[src/sv/gfpd_pkg.sv]
// Shared types, codes and GF(2^8) multiply for the polynomial divider.
package gfpd_pkg;

    typedef enum logic [1:0] {
        KIND_QUOT = 2'd0,
        KIND_REM  = 2'd1,
        KIND_ERR  = 2'd2
    } t_kind;

    typedef enum logic [0:0] {
        CMD_LOAD = 1'b0,
        CMD_DATA = 1'b1
    } t_cmd;

    localparam logic REG_DEGREE = 1'b0;
    localparam logic REG_POLY   = 1'b1;

    localparam logic [5:0] DEGREE_RESET = 6'd16;
    localparam logic [8:0] POLY_RESET   = 9'd285;

    typedef struct packed {
        t_kind      kind;
        logic [7:0] value;
        logic       fin;
    } t_result;

    // Broadcast from the controller to every cell of the window chain.
    typedef struct packed {
        logic       step;
        logic       fill;
        logic       clear;
        logic       load_rem;
        logic       shift_rem;
        logic       coef_we;
        logic [5:0] coef_idx;
        logic [7:0] sym;
        logic [7:0] q;
        logic [7:0] red;
    } t_cell_ctl;

    // Shift-and-reduce multiply; red is the low byte of the reduction polynomial.
    function automatic logic [7:0] gf_mul(input logic [7:0] a, input logic [7:0] b,
                                          input logic [7:0] red);
        logic [7:0] x;
        logic [7:0] r;
        x = a;
        r = 8'h00;
        for (int i = 0; i < 8; i++) begin
            if (b[i]) begin
                r = r ^ x;
            end
            if (x[7]) begin
                x = {x[6:0], 1'b0} ^ red;
            end else begin
                x = {x[6:0], 1'b0};
            end
        end
        return r;
    endfunction

endpackage

[src/sv/gfpd_cell.sv]
// One window position: divisor coefficient, pending window entry, remainder tap.
module gfpd_cell
    import gfpd_pkg::*;
#(
    parameter int IDX = 0,
    parameter int CW  = 6
) (
    input  logic            i_clk,
    input  logic            i_rst_n,
    input  t_cell_ctl       i_ctl,
    input  logic [CW-1:0]   i_d_eff,
    input  logic [CW-1:0]   i_seen,
    input  logic [7:0]      i_next_w,
    input  logic [7:0]      i_next_rem,
    output logic [7:0]      o_w,
    output logic [7:0]      o_rem
);

    logic [7:0] r_coef;
    logic [7:0] r_w;
    logic [7:0] r_rem;
    logic [7:0] n_w;
    logic [7:0] prod;
    logic [7:0] shift_in;
    logic       active;
    logic       tail;
    logic       fill_here;
    logic       coef_hit;

    assign active    = CW'(IDX) < i_d_eff;
    assign tail      = CW'(IDX + 1) == i_d_eff;
    assign fill_here = CW'(IDX) == i_seen;
    assign coef_hit  = {26'd0, i_ctl.coef_idx} == 32'(IDX + 1);
    assign prod      = gf_mul(r_coef, i_ctl.q, i_ctl.red);
    assign shift_in  = tail ? i_ctl.sym : i_next_w;

    always_comb begin
        n_w = r_w;
        if (i_ctl.step && active) begin
            n_w = shift_in ^ prod;
        end else if (i_ctl.fill && fill_here) begin
            n_w = i_ctl.sym;
        end
    end

    always_ff @(posedge i_clk) begin
        if (!i_rst_n) begin
            r_w    <= 8'h00;
            r_coef <= 8'h00;
        end else begin
            r_w <= i_ctl.clear ? 8'h00 : n_w;
            if (i_ctl.coef_we && coef_hit) begin
                r_coef <= i_ctl.sym;
            end
        end
    end

    always_ff @(posedge i_clk) begin
        if (i_ctl.load_rem) begin
            r_rem <= n_w;
        end else if (i_ctl.shift_rem) begin
            r_rem <= i_next_rem;
        end
    end

    assign o_w   = r_w;
    assign o_rem = r_rem;

endmodule

[config.mk]
export PLATFORM = sky130hd
export DESIGN_NAME = gfpd_cell
export DESIGN_NICKNAME = d
export VERILOG_FILES = /design/src/sv/gfpd_pkg.sv /design/src/sv/gfpd_cell.sv
export SDC_FILE = /design/constraint.sdc
export NUM_CORES = 1
export LEC_CHECK = 0
export BUFFER_PORTS_ARGS = -buffer_cell sky130_fd_sc_hd__buf_2
export CAP_MARGIN = 0
export CORE_AREA = 2 2 86 88
export CTS_CLUSTER_DIAMETER = 50
export DETAILED_ROUTE_END_ITERATION = 12
export DIE_AREA = 0 0 88 90
export PLACE_DENSITY = 0.85
export SETUP_SLACK_MARGIN = 0.3
export SKIP_LAST_GASP = 1
export SLEW_MARGIN = 0
export SYNTH_ARGS = -nofsm -noshare
export SYNTH_HDL_FRONTEND = slang
export SYNTH_SLANG_ARGS = --single-unit
[constraint.sdc]
create_clock -name i_clk -period 4.6 [get_ports i_clk]
set_input_delay 0.46 -clock i_clk [delete_from_list [all_inputs] [get_ports i_clk]]
set_output_delay 0.46 -clock i_clk [all_outputs]
set_load 0.005 [all_outputs]
==> impl_summary.log <==
INFO  metric synthMuxAreaShare = 0.0711
INFO  metric final_non_filler_cell_area = 0.00434 mm²
INFO  metric clkSlewWorstSetupHoldPaths = 0.09 ns
INFO  metric grt_max_degree = 21
INFO  metric ant_nets_after_route = 0
INFO  metric vias = 4067
INFO  metric finalHoldViolations = 0
INFO  metric timing.critical_path.slowest_cell_delay = 0.49 ns
INFO  metric global_route_wire_length_before_repair = 17900 µm
INFO  metric finish.utilization = 0.618
INFO  metric timing.critical_path.buf_inv = 1
INFO  metric drc = 0
INFO  metric hold_end = r_coef[7]
INFO  metric clock_insertion_delay_worst_skew = 0.27 ns
INFO  metric pwr-share-comb = 0.363
INFO  metric clock.fmax = 243 MHz
INFO  metric first_iter_violations = 378
INFO  metric cell_int_power = 455 µW
INFO  metric postLayoutSetupSlackWorst = 0.479 ns
INFO  metric area.growth.synth_to_final = 13.1%
INFO  metric antenna-diode-count = 0
INFO  metric worst_clock_skew = 0.00139 ns
INFO  metric dpl-instance-area = 0.00426 mm²
INFO  metric avgSynthCellArea = 7.51 µm²
INFO  metric synth.ff_latch_count = 24
INFO  metric via_count_of_the_first_global_routing_pass = 3782
INFO  metric cp.arrival = 4.14 ns
INFO  metric synth_adder_area_share = 0
INFO  metric layout-drive-gt1-share = 0.208
INFO  metric io_buffers = 81
INFO  metric layout.filler_cells = 629
INFO  metric critPathMostFrequentCell = or3_1
INFO  metric terminus_of_the_critical_flop_to_flop_path = o_rem[7]
INFO  metric post_cts_resize_count = 0
INFO  metric timing.setup.tns = 0 ns
INFO  metric min_period_over_period = 0.896
INFO  metric rsz0062_at_grt = no
INFO  metric clkPwrFrac = 0.281
INFO  metric r2r.worst_path.cells = 13
INFO  metric layout.cells.most_common = nand2_1
INFO  metric ff2ff_setup_slack = 0.48 ns
INFO  metric final_wl = 11100 µm
INFO  metric synth_enable_flop_cells = 8
INFO  metric timing.critical_path.slowest_stage_cell = dfxtp_2
INFO  metric core_area = 0.00702 mm²
INFO  metric area_share_of_xor_xnor_cells_in_the_synthesized_design = 0.261
INFO  metric layout_common_cells = nand2_1, buf_2, xnor2_1
INFO  metric r2r_start = r_coef[7]
INFO  metric initial_utilization = 0.547
INFO  metric cts-root-to-sink-buffers = 2
INFO  metric detail_route.vias_per_cell = 6.10
INFO  metric power_per_unit_of_standard_cell_area = 154 mW/mm²
INFO  metric critical_path_required = 4.62 ns
INFO  metric tritoncts = done
INFO  metric htree_num_levels = 1
INFO  metric synth_async_sr_flop_share = 0
INFO  metric gp_routability_congestion = 0.946
INFO  metric p_leak = 1.90 nW
INFO  metric synthesis.nets = 577
INFO  metric fp.dieArea = 0.00792 mm²
INFO  metric cts_hold_repair.buffers = 0
INFO  metric setup.worst_path.class = flip-flop to flip-flop
INFO  metric place_worst_setup_slack = 0.310 ns
INFO  metric tritoncts.num_buffers = 3
INFO  metric final.min_clock_period = 4.12 ns
INFO  metric synth_top_family_by_area = simple AND/OR/NAND/NOR gates
INFO  metric grt_util_all_layers = 0.283
INFO  metric worst_hold_path.num_cells = 2
INFO  metric synth.yosys.warnings = 0
INFO  metric max-vdd-ir-drop = 279 µV
INFO  metric clkSinkCount = 24
INFO  metric critical_path.startpoint_type = flip-flop
INFO  metric synthDistinctLibCells = 74
INFO  metric final_count_of_pins_violating_max_slew = 0
INFO  metric grt_overflow = 0
INFO  metric dp_hpwl = 8650 µm
INFO  metric synthCells = 511
INFO  metric p_switching = 213 µW
INFO  metric num_rows = 31
INFO  metric routed_wire_length_per_instance = 16.7 µm
INFO  metric maxCapViolCount = 0
INFO  metric min_path_type = input port to flip-flop
INFO  metric post_cts.repair.setup_buffers = 0
INFO  metric max_slew.worst_pin.slew = 1.20 ns
INFO  metric max_fanout_on_critical_path = 15
INFO  metric synth-compound-area-share = 0.207
INFO  metric min-delay-start = i_rst_n
INFO  metric cpLargestDelayFamily = simple AND/OR/NAND/NOR gates
INFO  metric p_sw_frac = 0.319
INFO  metric die_height = 90 µm
INFO  metric drt_pass1_iterations = 6
INFO  metric clk_root_buffer_cell = clkbuf_8
INFO  metric worst_slew_margin_rel = 0.193
INFO  metric chipWidth = 88 µm
INFO  metric power.sequential.fraction = 0.356
INFO  metric boundaryPins = 82
INFO  metric grt_antenna_before_repair = 0
INFO  metric setup_viol = 0
INFO  metric post_synth_instance_area = 0.00384 mm²
INFO  metric ys_dominant_reg_cell = dfxtp_1
INFO  metric outcome = finished clean
INFO  metric layout.nets = 635
INFO  metric crit_chain = buf_4 > xnor2_1 > or3_1 > a21oi_1 > xnor3_2 > o221a_4 > or2_2 > and2_4 > xnor3_1 > a21boi_0 > or3_1 > o211ai_1 > mux2i_1
INFO  metric synth_simple_gate_area_frac = 0.261
INFO  metric endpoint_kind = flip-flop
INFO  metric synth-seq-area-share = 0.146
[metrics by stage]
step	hold WS, ns	power (mW)	instances
2_1_floorplan	0.550	0.399	511
3_3_place_gp	0.578	0.474	663
3_5_place_dp	0.605	0.478	663
4_1_cts	0.484	0.663	667
5_1_grt	0.493	0.696	667
6_report	0.481	0.668	667
[worst max path at each step]
stage                          from        to  cells past startpoint
after global routing      r_coef[7]  o_rem[7]                     13
after global placement     i_ctl[6]  o_rem[7]                     13
after floorplan            i_ctl[6]  o_rem[7]                     14
final                     r_coef[7]  o_rem[7]                     13
after CTS                 r_coef[7]  o_rem[7]                     13
after detailed placement   i_ctl[7]  o_rem[7]                     13
[power by group through the flow]
| stage | combinational [mW] | sequential, mW | clock, mW |
|---|---|---|---|
| floorplan | 0.155 | 0.243 | 0 |
| global placement | 0.231 | 0.243 | 0 |
| detailed placement | 0.235 | 0.242 | 0 |
| CTS | 0.237 | 0.238 | 0.189 |
| global route | 0.263 | 0.239 | 0.195 |
| finish | 0.242 | 0.238 | 0.188 |
[synthesized netlist by cell type (all sizes together), types with 6 or more instances]
| library cell | n | area (µm²) |
|---|---|---|
| nand2 | 85 | 319 |
| xnor2 | 68 | 603 |
| o21ai | 41 | 213 |
| a21oi | 27 | 139 |
| mux2i | 25 | 250 |
| clkbuf | 24 | 90.1 |
| nand3 | 22 | 110 |
| nor2 | 18 | 75.1 |
| xor2 | 17 | 149 |
| dfxtp | 16 | 320 |
| nor2b | 13 | 81.3 |
| nor3 | 13 | 70.1 |
| and3 | 12 | 75.1 |
| buf | 11 | 75.1 |
| inv | 11 | 41.3 |
| xnor3 | 11 | 249 |
| and2 | 9 | 61.3 |
| edfxtp | 8 | 240 |
| nand4 | 6 | 37.5 |
[state kept, by name (all words and copies together), names as in the netlist]
register and count:
r_coef 8, o_rem 8, o_w 8
[cells by family (layout without fill, tap and decap cells)]
group	Yosys count	after routing
xor gates and xnor gates	96	96
and+or+nand+nor	201	201
AOI/OAI and AO/OA	117	117
muxes	27	27
DFF	24	24
buffers and inverters	46	103
[per-layer routing]
| layer | track usage | up-vias | part of all wire |
|---|---|---|---|
| li1 | - | 1919 | - |
| met1 | 0.375 | 1869 | 0.41 |
| met2 | 0.468 | 242 | 0.47 |
| met3 | 0.0294 | 37 | 0.086 |
| met4 | 0.105 | 0 | 0.033 |
| met5 | 0 | - | 0 |
[cell type report]
type | instances | area (µm²) | area share
Clock buffer | 3 | 41.3 | 0.00951
Clock inverter | 1 | 30.0 | 0.00692
Inverter | 11 | 41.3 | 0.00951
Tap cell | 99 | 124 | 0.0285
Sequential cell | 24 | 563 | 0.130
Timing Repair Buffer | 88 | 458 | 0.105
Multi-Input combinational cell | 441 | 3080 | 0.710
Power figures use the tool's default switching activity.
