<file path="config.mk">
export PLATFORM = sky130hd
export DESIGN_NAME = gfpd_obuf
export DESIGN_NICKNAME = d
export VERILOG_FILES = /design/src/sv/gfpd_pkg.sv /design/src/sv/gfpd_obuf.sv
export SDC_FILE = /design/constraint.sdc
export NUM_CORES = 1
export LEC_CHECK = 0
export BUFFER_PORTS_ARGS = -buffer_cell sky130_fd_sc_hd__buf_2
export CAP_MARGIN = 10
export CORE_ASPECT_RATIO = 1.75
export CORE_MARGIN = 5
export CORE_UTILIZATION = 35
export CTS_CLUSTER_SIZE = 28
export DETAILED_ROUTE_END_ITERATION = 8
export PLACE_DENSITY = 0.62
export SETUP_SLACK_MARGIN = 0.02
export SYNTH_ARGS = -nofsm -noshare
export SYNTH_HDL_FRONTEND = slang
export SYNTH_SLANG_ARGS = --single-unit
</file>
<file path="constraint.sdc">
create_clock -name i_clk -period 1.6 [get_ports i_clk]
set_input_delay 0.08 -clock i_clk [delete_from_list [all_inputs] [get_ports i_clk]]
set_output_delay 0.08 -clock i_clk [all_outputs]
set_load 0.05 [all_outputs]
</file>
<file path="src/sv/gfpd_pkg.sv">
// Shared types, codes and GF(2^8) multiply for the polynomial divider.
package gfpd_pkg;

    typedef enum logic [1:0] {
        KIND_QUOT = 2'd0,
        KIND_REM  = 2'd1,
        KIND_ERR  = 2'd2
    } t_kind;

    typedef enum logic [0:0] {
        CMD_LOAD = 1'b0,
        CMD_DATA = 1'b1
    } t_cmd;

    localparam logic REG_DEGREE = 1'b0;
    localparam logic REG_POLY   = 1'b1;

    localparam logic [5:0] DEGREE_RESET = 6'd16;
    localparam logic [8:0] POLY_RESET   = 9'd285;

    typedef struct packed {
        t_kind      kind;
        logic [7:0] value;
        logic       fin;
    } t_result;

    // Broadcast from the controller to every cell of the window chain.
    typedef struct packed {
        logic       step;
        logic       fill;
        logic       clear;
        logic       load_rem;
        logic       shift_rem;
        logic       coef_we;
        logic [5:0] coef_idx;
        logic [7:0] sym;
        logic [7:0] q;
        logic [7:0] red;
    } t_cell_ctl;

    // Shift-and-reduce multiply; red is the low byte of the reduction polynomial.
    function automatic logic [7:0] gf_mul(input logic [7:0] a, input logic [7:0] b,
                                          input logic [7:0] red);
        logic [7:0] x;
        logic [7:0] r;
        x = a;
        r = 8'h00;
        for (int i = 0; i < 8; i++) begin
            if (b[i]) begin
                r = r ^ x;
            end
            if (x[7]) begin
                x = {x[6:0], 1'b0} ^ red;
            end else begin
                x = {x[6:0], 1'b0};
            end
        end
        return r;
    endfunction

endpackage

</file>
<file path="src/sv/gfpd_obuf.sv">
// Two-entry result buffer between the divider and the output stream.
module gfpd_obuf
    import gfpd_pkg::*;
(
    input  logic    i_clk,
    input  logic    i_rst_n,
    input  logic    i_push,
    input  t_result i_data,
    output logic    o_full,
    output logic    o_valid,
    input  logic    i_ready,
    output t_result o_data
);

    logic    r_a_valid;
    logic    r_b_valid;
    t_result r_a;
    t_result r_b;
    logic    n_a_valid;
    logic    n_b_valid;
    t_result n_a;
    t_result n_b;
    logic    pop;

    assign pop = r_a_valid && i_ready;

    always_comb begin
        n_a_valid = r_a_valid;
        n_b_valid = r_b_valid;
        n_a       = r_a;
        n_b       = r_b;
        if (!r_a_valid || pop) begin
            if (r_b_valid) begin
                n_a_valid = 1'b1;
                n_a       = r_b;
                n_b_valid = i_push;
                n_b       = i_data;
            end else begin
                n_a_valid = i_push;
                n_a       = i_data;
            end
        end else if (i_push) begin
            n_b_valid = 1'b1;
            n_b       = i_data;
        end
    end

    always_ff @(posedge i_clk) begin
        if (!i_rst_n) begin
            r_a_valid <= 1'b0;
            r_b_valid <= 1'b0;
        end else begin
            r_a_valid <= n_a_valid;
            r_b_valid <= n_b_valid;
        end
    end

    always_ff @(posedge i_clk) begin
        r_a <= n_a;
        r_b <= n_b;
    end

    assign o_full  = r_b_valid;
    assign o_valid = r_a_valid;
    assign o_data  = r_a;

endmodule

</file>
==> metrics.md, run 1 <==
| Metric | Value |
|---|---|
| Outcome | `finished clean` |
| Final Skew | `roughly 0.0060 ns` |
| GPL Wtd Cong | `between 0.6 and 0.7` |
| H-tree Lvls | `1` |
| First-pass GRT wire length | `about 2300 um` |
| HPWL after DPL | `roughly 1100 um` |
| Initial antenna violation count | `0` |
| Fin crit period | `1.348 ns` |
| Yosys cell types | `12` |
| Biggest area consumer among synthesized cells | `edfxtp_1` |
| Unrepaired setup endpoints after global routing | `no` |
| Most frequent cell after synthesis | `edfxtp_1` |
| Hold_sp | `i_data[5]` |
| Required time of the critical path | `between 1.5 and 2 ns` |
| Site Rows | `24` |
| Drt total wl | `1435 um` |
| Final critical-path share of the clock period | `between 80% and 90%` |
| P_leak | `around 0.00047 uW` |
| Fin. max-slew vios | `0` |
| Gr usage total | `7.868%` |
| Worst-path clk slew | `approximately 0.080 ns` |
| Crit path max-delay family | `multiplexers` |
| Die H | `between 70 and 80 um` |
| Post-synth EDFFs | `22` |
| Vias in the first global route | `~490` |
| Synth area leaders | `edfxtp_1 (71%), mux2_4 (9.7%), mux2_2 (7.3%)` |
| Clock Path Buffers | `2` |
| Cts bufs inserted | `3` |
| Critical Path Start Type | `register` |
| Worst min path class | `in2reg` |
| Post-DP Area | `around 0.0011 mm2` |
| Synth cell count leaders | `edfxtp_1 (22), mux2_2 (6), mux2_4 (6)` |
| WL per Instance | `13.80 um` |
| Drt pass-1 iters | `3` |
| Final ANT Viol Nets | `0` |
| Buffers & Inverters on Critical Path | `1` |
| Max incr delay on CP | `approximately 0.39 ns` |
| Max Clk Rate | `741.8 MHz` |
| Core area | `around 0.0025 mm2` |
| Cell area after layout | `roughly 0.0012 mm2` |
| Synth Area per Inst | `roughly 21 um2` |
| Sequential area share after synthesis | `75.78%` |
| Port bufs | `27` |
| Worst-Skew Late Latency | `0.26 ns` |
| Power Dens Cells | `1096 mW/mm2` |
| Nature of the critical path endpoint | `register` |
| CP max FO | `11` |
| Clock sink total | `24` |
| Fraction of registers with async set/reset | `0%` |
| Synthesized area | `around 920 um2` |
| Initial Util | `~37%` |
| Post-Syn Instances | `44` |
| Net count after synthesis | `59` |
| Max_slew headroom | `70.83%` |
| Slowest cell on the critical path | `mux2_2` |
| Number of DRC markers in iteration 0 | `18` |
| Clock root cell | `clkbuf_8` |
| Via density | `approximately 4.7` |
| GR Overflow Total | `0` |
| Final Hold Vio Count | `0` |
| Setup violators final | `0` |
| CP Data Arrival Time | `roughly 1.4 ns` |
| TritonCTS clock tree | `done` |
| Worst R2R Start | `o_valid` |
| Total of warnings raised by yosys | `0` |
| Die Wd | `48.86 um` |
| Main synth FF type | `edfxtp_1` |
| Flops & latches, synth | `24` |
| Via count | `between 400 and 500` |
| Yosys top cell area share | `71.45%` |
| Worst-margin pin slew | `between 0.4 and 0.5 ns` |
| CP cell instances | `nor2b_1 > mux2_2 > buf_12` |
| Max_cap viols | `0` |
| Post_cts resized | `0` |
| Share of post-route cells with drive strength above 1 | `between 50% and 60%` |
| Critical path class | `reg2reg` |
| Antenna cell count | `0` |
| Setup crit start | `o_valid` |
| Drt drc | `0` |
| Fill count | `around 240` |
| Ports | `28` |
| Setup TNS | `0 ns` |
| Peak VDD IR | `between 0.6 and 0.7 mV` |
| Pin count of the biggest net entering global routing | `14` |
| Die Area | `around 0.0038 mm2` |
| Area delta synth->final | `27.33%` |
| Nets | `between 90 and 100` |
-- final cells by class --
type	instances	area, um2	share of cell area, %
Clock buffer	3	41.29	3.507
Clock inverter	1	3.754	0.3188
Inverter	1	3.754	0.3188
Multi-Input combinational cell	17	188.9	16.05
Sequential cell	24	701.9	59.62
Tap cell	26	32.53	2.763
Timing Repair Buffer	32	205.2	17.43
-- flip-flops by register name, indices dropped and copies added, names as in the netlist --
signal,cells
o_data,11
o_full,1
o_valid,1
r_b,11
-- worst register-to-register path, cell delays in order, from the launching register on --
cell	delay, ns
dfxtp_2	0.33
nor2b_1	0.24
mux2_2	0.39
buf_12	0.15
-- final timing paths --
kind | slack, ns | endpoint | depth (start not counted)
worst max register to register | 0.25 | r_b[8] | 3
worst min register to register | 0.55 | o_data[0] | 1
worst min-delay path | 0.01 | r_b[5] | 1
worst max-delay path | 0.25 | r_b[8] | 3
-- layout by cell type, fill, tap and decap left out --
master,instances
dlygate4sd3_1,3
a21boi_1,1
dfxtp_2,1
mux2_2,6
nor2b_1,1
clkinv_1,1
buf_12,2
clkbuf_8,3
inv_1,1
nand2_1,1
o31a_1,1
mux2_4,6
edfxtp_1,22
dfxtp_1,1
o21ai_0,1
buf_2,27
-- timing repair --
action,4_1_cts,5_1_grt
hold endpoints to repair,1,2
hold buffers,1,2
setup buffers,0,0
-- where the power goes --
group          switching, uW  total, uW  internal [uW]
clock network            182        354            171
registers               8.76        736            727
logic                    133        200           67.8
total                    324       1290            966
-- kinds of logic (layout without fill, tap and decap cells) --
kind of cell           Yosys count  count (layout)  share of synthesized area [%]
AO/OA/AOI/OAI                    3               3                          2.300
AND/OR/NAND/NOR                  2               2                          1.083
buffers and inverters            3              37                          3.789
multiplexers                    12              12                          17.05
flip-flops                      24              24                          75.78
-- metrics by stage --
stage	hold WS (ns)	std cells	worst slack, ns	util [%]	total power [uW]
6_report	0.01034	104	0.2519	46.68	1290
5_1_grt	0.00004804	104	0.1947	46.68	1342
4_1_cts	0.0009441	102	0.2422	45.88	1296
3_5_place_dp	0.2728	97	0.2625	43.70	949.1
3_3_place_gp	0.2771	97	0.3112	43.70	944.6
2_1_floorplan	0.1789	44	0.06318	-	890.3
-- per-layer routing --
layer | track usage, % | routed length, um
met5 | 0 | 0
met4 | 5.660 | 14
met3 | 1.916 | 71
met2 | 13.35 | 753
met1 | 8.241 | 595
No activity file was read; power rests on OpenSTA's default activity.
==> run 2: changes to the inputs <==
--- a/config.mk
+++ b/config.mk
@@ -12,7 +12,7 @@
 export CORE_UTILIZATION = 35
 export CTS_CLUSTER_SIZE = 28
 export DETAILED_ROUTE_END_ITERATION = 8
-export PLACE_DENSITY = 0.62
+export PLACE_DENSITY = 0.64
 export SETUP_SLACK_MARGIN = 0.02
 export SYNTH_ARGS = -nofsm -noshare
 export SYNTH_HDL_FRONTEND = slang
==> constraint.sdc (replaced) <==
create_clock -name i_clk -period 1.2 [get_ports i_clk]
set_input_delay 0.06 -clock i_clk [delete_from_list [all_inputs] [get_ports i_clk]]
set_output_delay 0.06 -clock i_clk [all_outputs]
set_load 0.05 [all_outputs]
==> metrics.md, run 2 (synthesis results as in run 1) <==
| Metric | Value |
|---|---|
| Outcome | `finished clean (unchanged)` |
| Sequential power share | `56.7% (was 57.0%)` |
| Initial antenna violation count | `0 (unchanged)` |
| Worst min path class | `in2reg (unchanged)` |
| GPL Wtd Cong | `0.6020 (was 0.6046)` |
| Vias in the first global route | `480 (was 494)` |
| Required time of the critical path | `1.21 ns (was 1.63 ns)` |
| Net Sw Frac | `24.86% (was 25.10%)` |
| Final Skew | `0.004727 ns (was 0.006049 ns)` |
| CP max FO | `6 (was 11)` |
| Hold Crit Depth | `2 (was 1)` |
| Final Hold Vio Count | `0 (unchanged)` |
| Setup violators final | `0 (unchanged)` |
| CP Data Arrival Time | `1.17 ns (was 1.38 ns)` |
| Critical Path Start Type | `register (unchanged)` |
| Gr usage total | `7.662% (was 7.868%)` |
| Reg2reg path depth | `2 (was 3)` |
| Register area | `708.2 um2 (was 701.9 um2)` |
| Antenna cell count | `0 (unchanged)` |
| First-pass GRT wire length | `2242 um (was 2277 um)` |
| Worst-margin pin slew | `0.2535 ns (was 0.4370 ns)` |
| Worst R2R Start | `o_valid (unchanged)` |
| Placed cell count | `96 (was 97)` |
| Number of DRC markers in iteration 0 | `12 (was 18)` |
| Multi-input gate area | `215.2 um2 (was 188.9 um2)` |
| Unrepaired setup endpoints after global routing | `yes (was no)` |
| R2R Setup Slk | `0.05 ns (was 0.25 ns)` |
| Clock Path Buffers | `2 (unchanged)` |
| Clock root cell | `clkbuf_8 (unchanged)` |
| Drt total wl | `1461 um (was 1435 um)` |
| P_leak | `0.0005061 uW (was 0.0004663 uW)` |
| Die Area | `0.003810 mm2 (unchanged)` |
| Clock sink total | `24 (unchanged)` |
| Critical path class | `reg2reg (unchanged)` |
| Combinational power share | `16.5% (was 15.5%)` |
| GR Overflow Total | `0 (unchanged)` |
| Max_cap viols | `0 (unchanged)` |
| Worst-Skew Late Latency | `0.26 ns (about the same)` |
| Fill count | `239 (unchanged)` |
| HPWL after DPL | `1057 um (was 1062 um)` |
| Commonest non-fill, non-tap cell in the layout | `buf_2 (unchanged)` |
| Cts bufs inserted | `3 (unchanged)` |
| Nature of the critical path endpoint | `register (unchanged)` |
| Peak VDD IR | `0.7904 mV (was 0.6585 mV)` |
| Sw Pwr | `431.5 uW (was 323.8 uW)` |
| P_int | `1304 uW (was 966.2 uW)` |
| H-tree Lvls | `1 (unchanged)` |
| Fin crit period | `1.152 ns (was 1.348 ns)` |
| WL per Instance | `13.04 um (was 13.80 um)` |
| Fin. max-slew vios | `0 (unchanged)` |
| Initial Util | `36.66% (unchanged)` |
| Nets | `102 (was 94)` |
| Final critical-path share of the clock period | `95.99% (was 84.26%)` |
| Post-Layout Cell Count | `112 (was 104)` |
| Die H | `78.00 um (unchanged)` |
| Max_slew headroom | `83.22% (was 70.83%)` |
| WHS | `0.02219 ns (was 0.01034 ns)` |
| Drt pass-1 iters | `2 (was 3)` |
| Overall Power | `1736 uW (was 1290 uW)` |
| Ports | `28 (unchanged)` |
| Final ANT Viol Nets | `0 (unchanged)` |
| Power Dens Cells | `1367 mW/mm2 (was 1096 mW/mm2)` |
| Share of post-route cells with drive strength above 1 | `54.65% (was 57.69%)` |
| Port bufs | `27 (unchanged)` |
| Die Wd | `48.86 um (unchanged)` |
| Area delta synth->final | `37.35% (was 27.33%)` |
| Via density | `4.652 (was 4.692)` |
| Via count | `521 (was 488)` |
| Drt drc | `0 (unchanged)` |
| Hold_sp | `i_rst_n (was i_data[5])` |
| Worst-path clk slew | `0.08 ns (about the same)` |
| Core area | `0.002522 mm2 (unchanged)` |
| Pin count of the biggest net entering global routing | `17 (was 14)` |
| Site Rows | `24 (unchanged)` |
| Setup crit start | `o_valid (unchanged)` |
| Most frequent cells in the layout | `buf_2 (27), edfxtp_1 (22), dlygate4sd3_1 (11), mux2_4 (8), mux2_2 (5) (was buf_2 (27), edfxtp_1 (22), mux2_4 (6), mux2_2 (6))` |
| Max Clk Rate | `868.2 MHz (was 741.8 MHz)` |
| TritonCTS clock tree | `done (unchanged)` |
| Clock share of power | `26.8% (was 27.4%)` |
run 2: timing repair:
item	4_1_cts	5_1_grt
hold endpoints to repair	11	0
hold buffers	11	0
resized for setup	0	1
endpoints found under the setup margin	0	11
buffers inserted	0	0
run 2: cell type report:
class / count / area share, %
flip-flops and latches: 24 / 55.76
repair buffers: 39 / 20.89
multi-input cells: 18 / 16.95
clock buffers: 3 / 3.251
well taps: 26 / 2.562
clock inverters: 1 / 0.2956
inverters: 1 / 0.2956
run 2: power by group through the flow:
stage	registers, uW	clock network, uW	logic [uW]
final	984	466	286
after global placement	1000	0	254
after global routing	990	523	300
after floorplan	1120	0	65.5
after detailed placement	1000	0	257
after CTS	985	485	285
run 2: critical path: stages, from the launching register on:
cell     delay, ns
dfxtp_4       0.34
nor2b_4       0.20
mux2_4        0.37
run 2: layer usage:
metal	global-route usage, %	wire length [um]
met1	7.966	572
met2	12.57	770
met3	2.490	103
met4	5.660	15
met5	0	0
run 2: final timing paths:
kind / to
worst min-delay path: o_valid
worst max-delay path: r_b[2]
worst min register to register: o_data[2]
worst max register to register: r_b[2]
run 2: metrics by stage:
stage	TNS [ns]	cell area [um2]	util [%]	setup WS [ns]
after CTS	0	1255	49.75	0.03467
after detailed placement	0	1100	43.60	0.04828
after global routing	0	1270	50.35	0.01738
after global placement	0	1100	43.60	0.07631
final	0	1270	50.35	0.04816
after floorplan	-0.7992	943.4	-	-0.05245
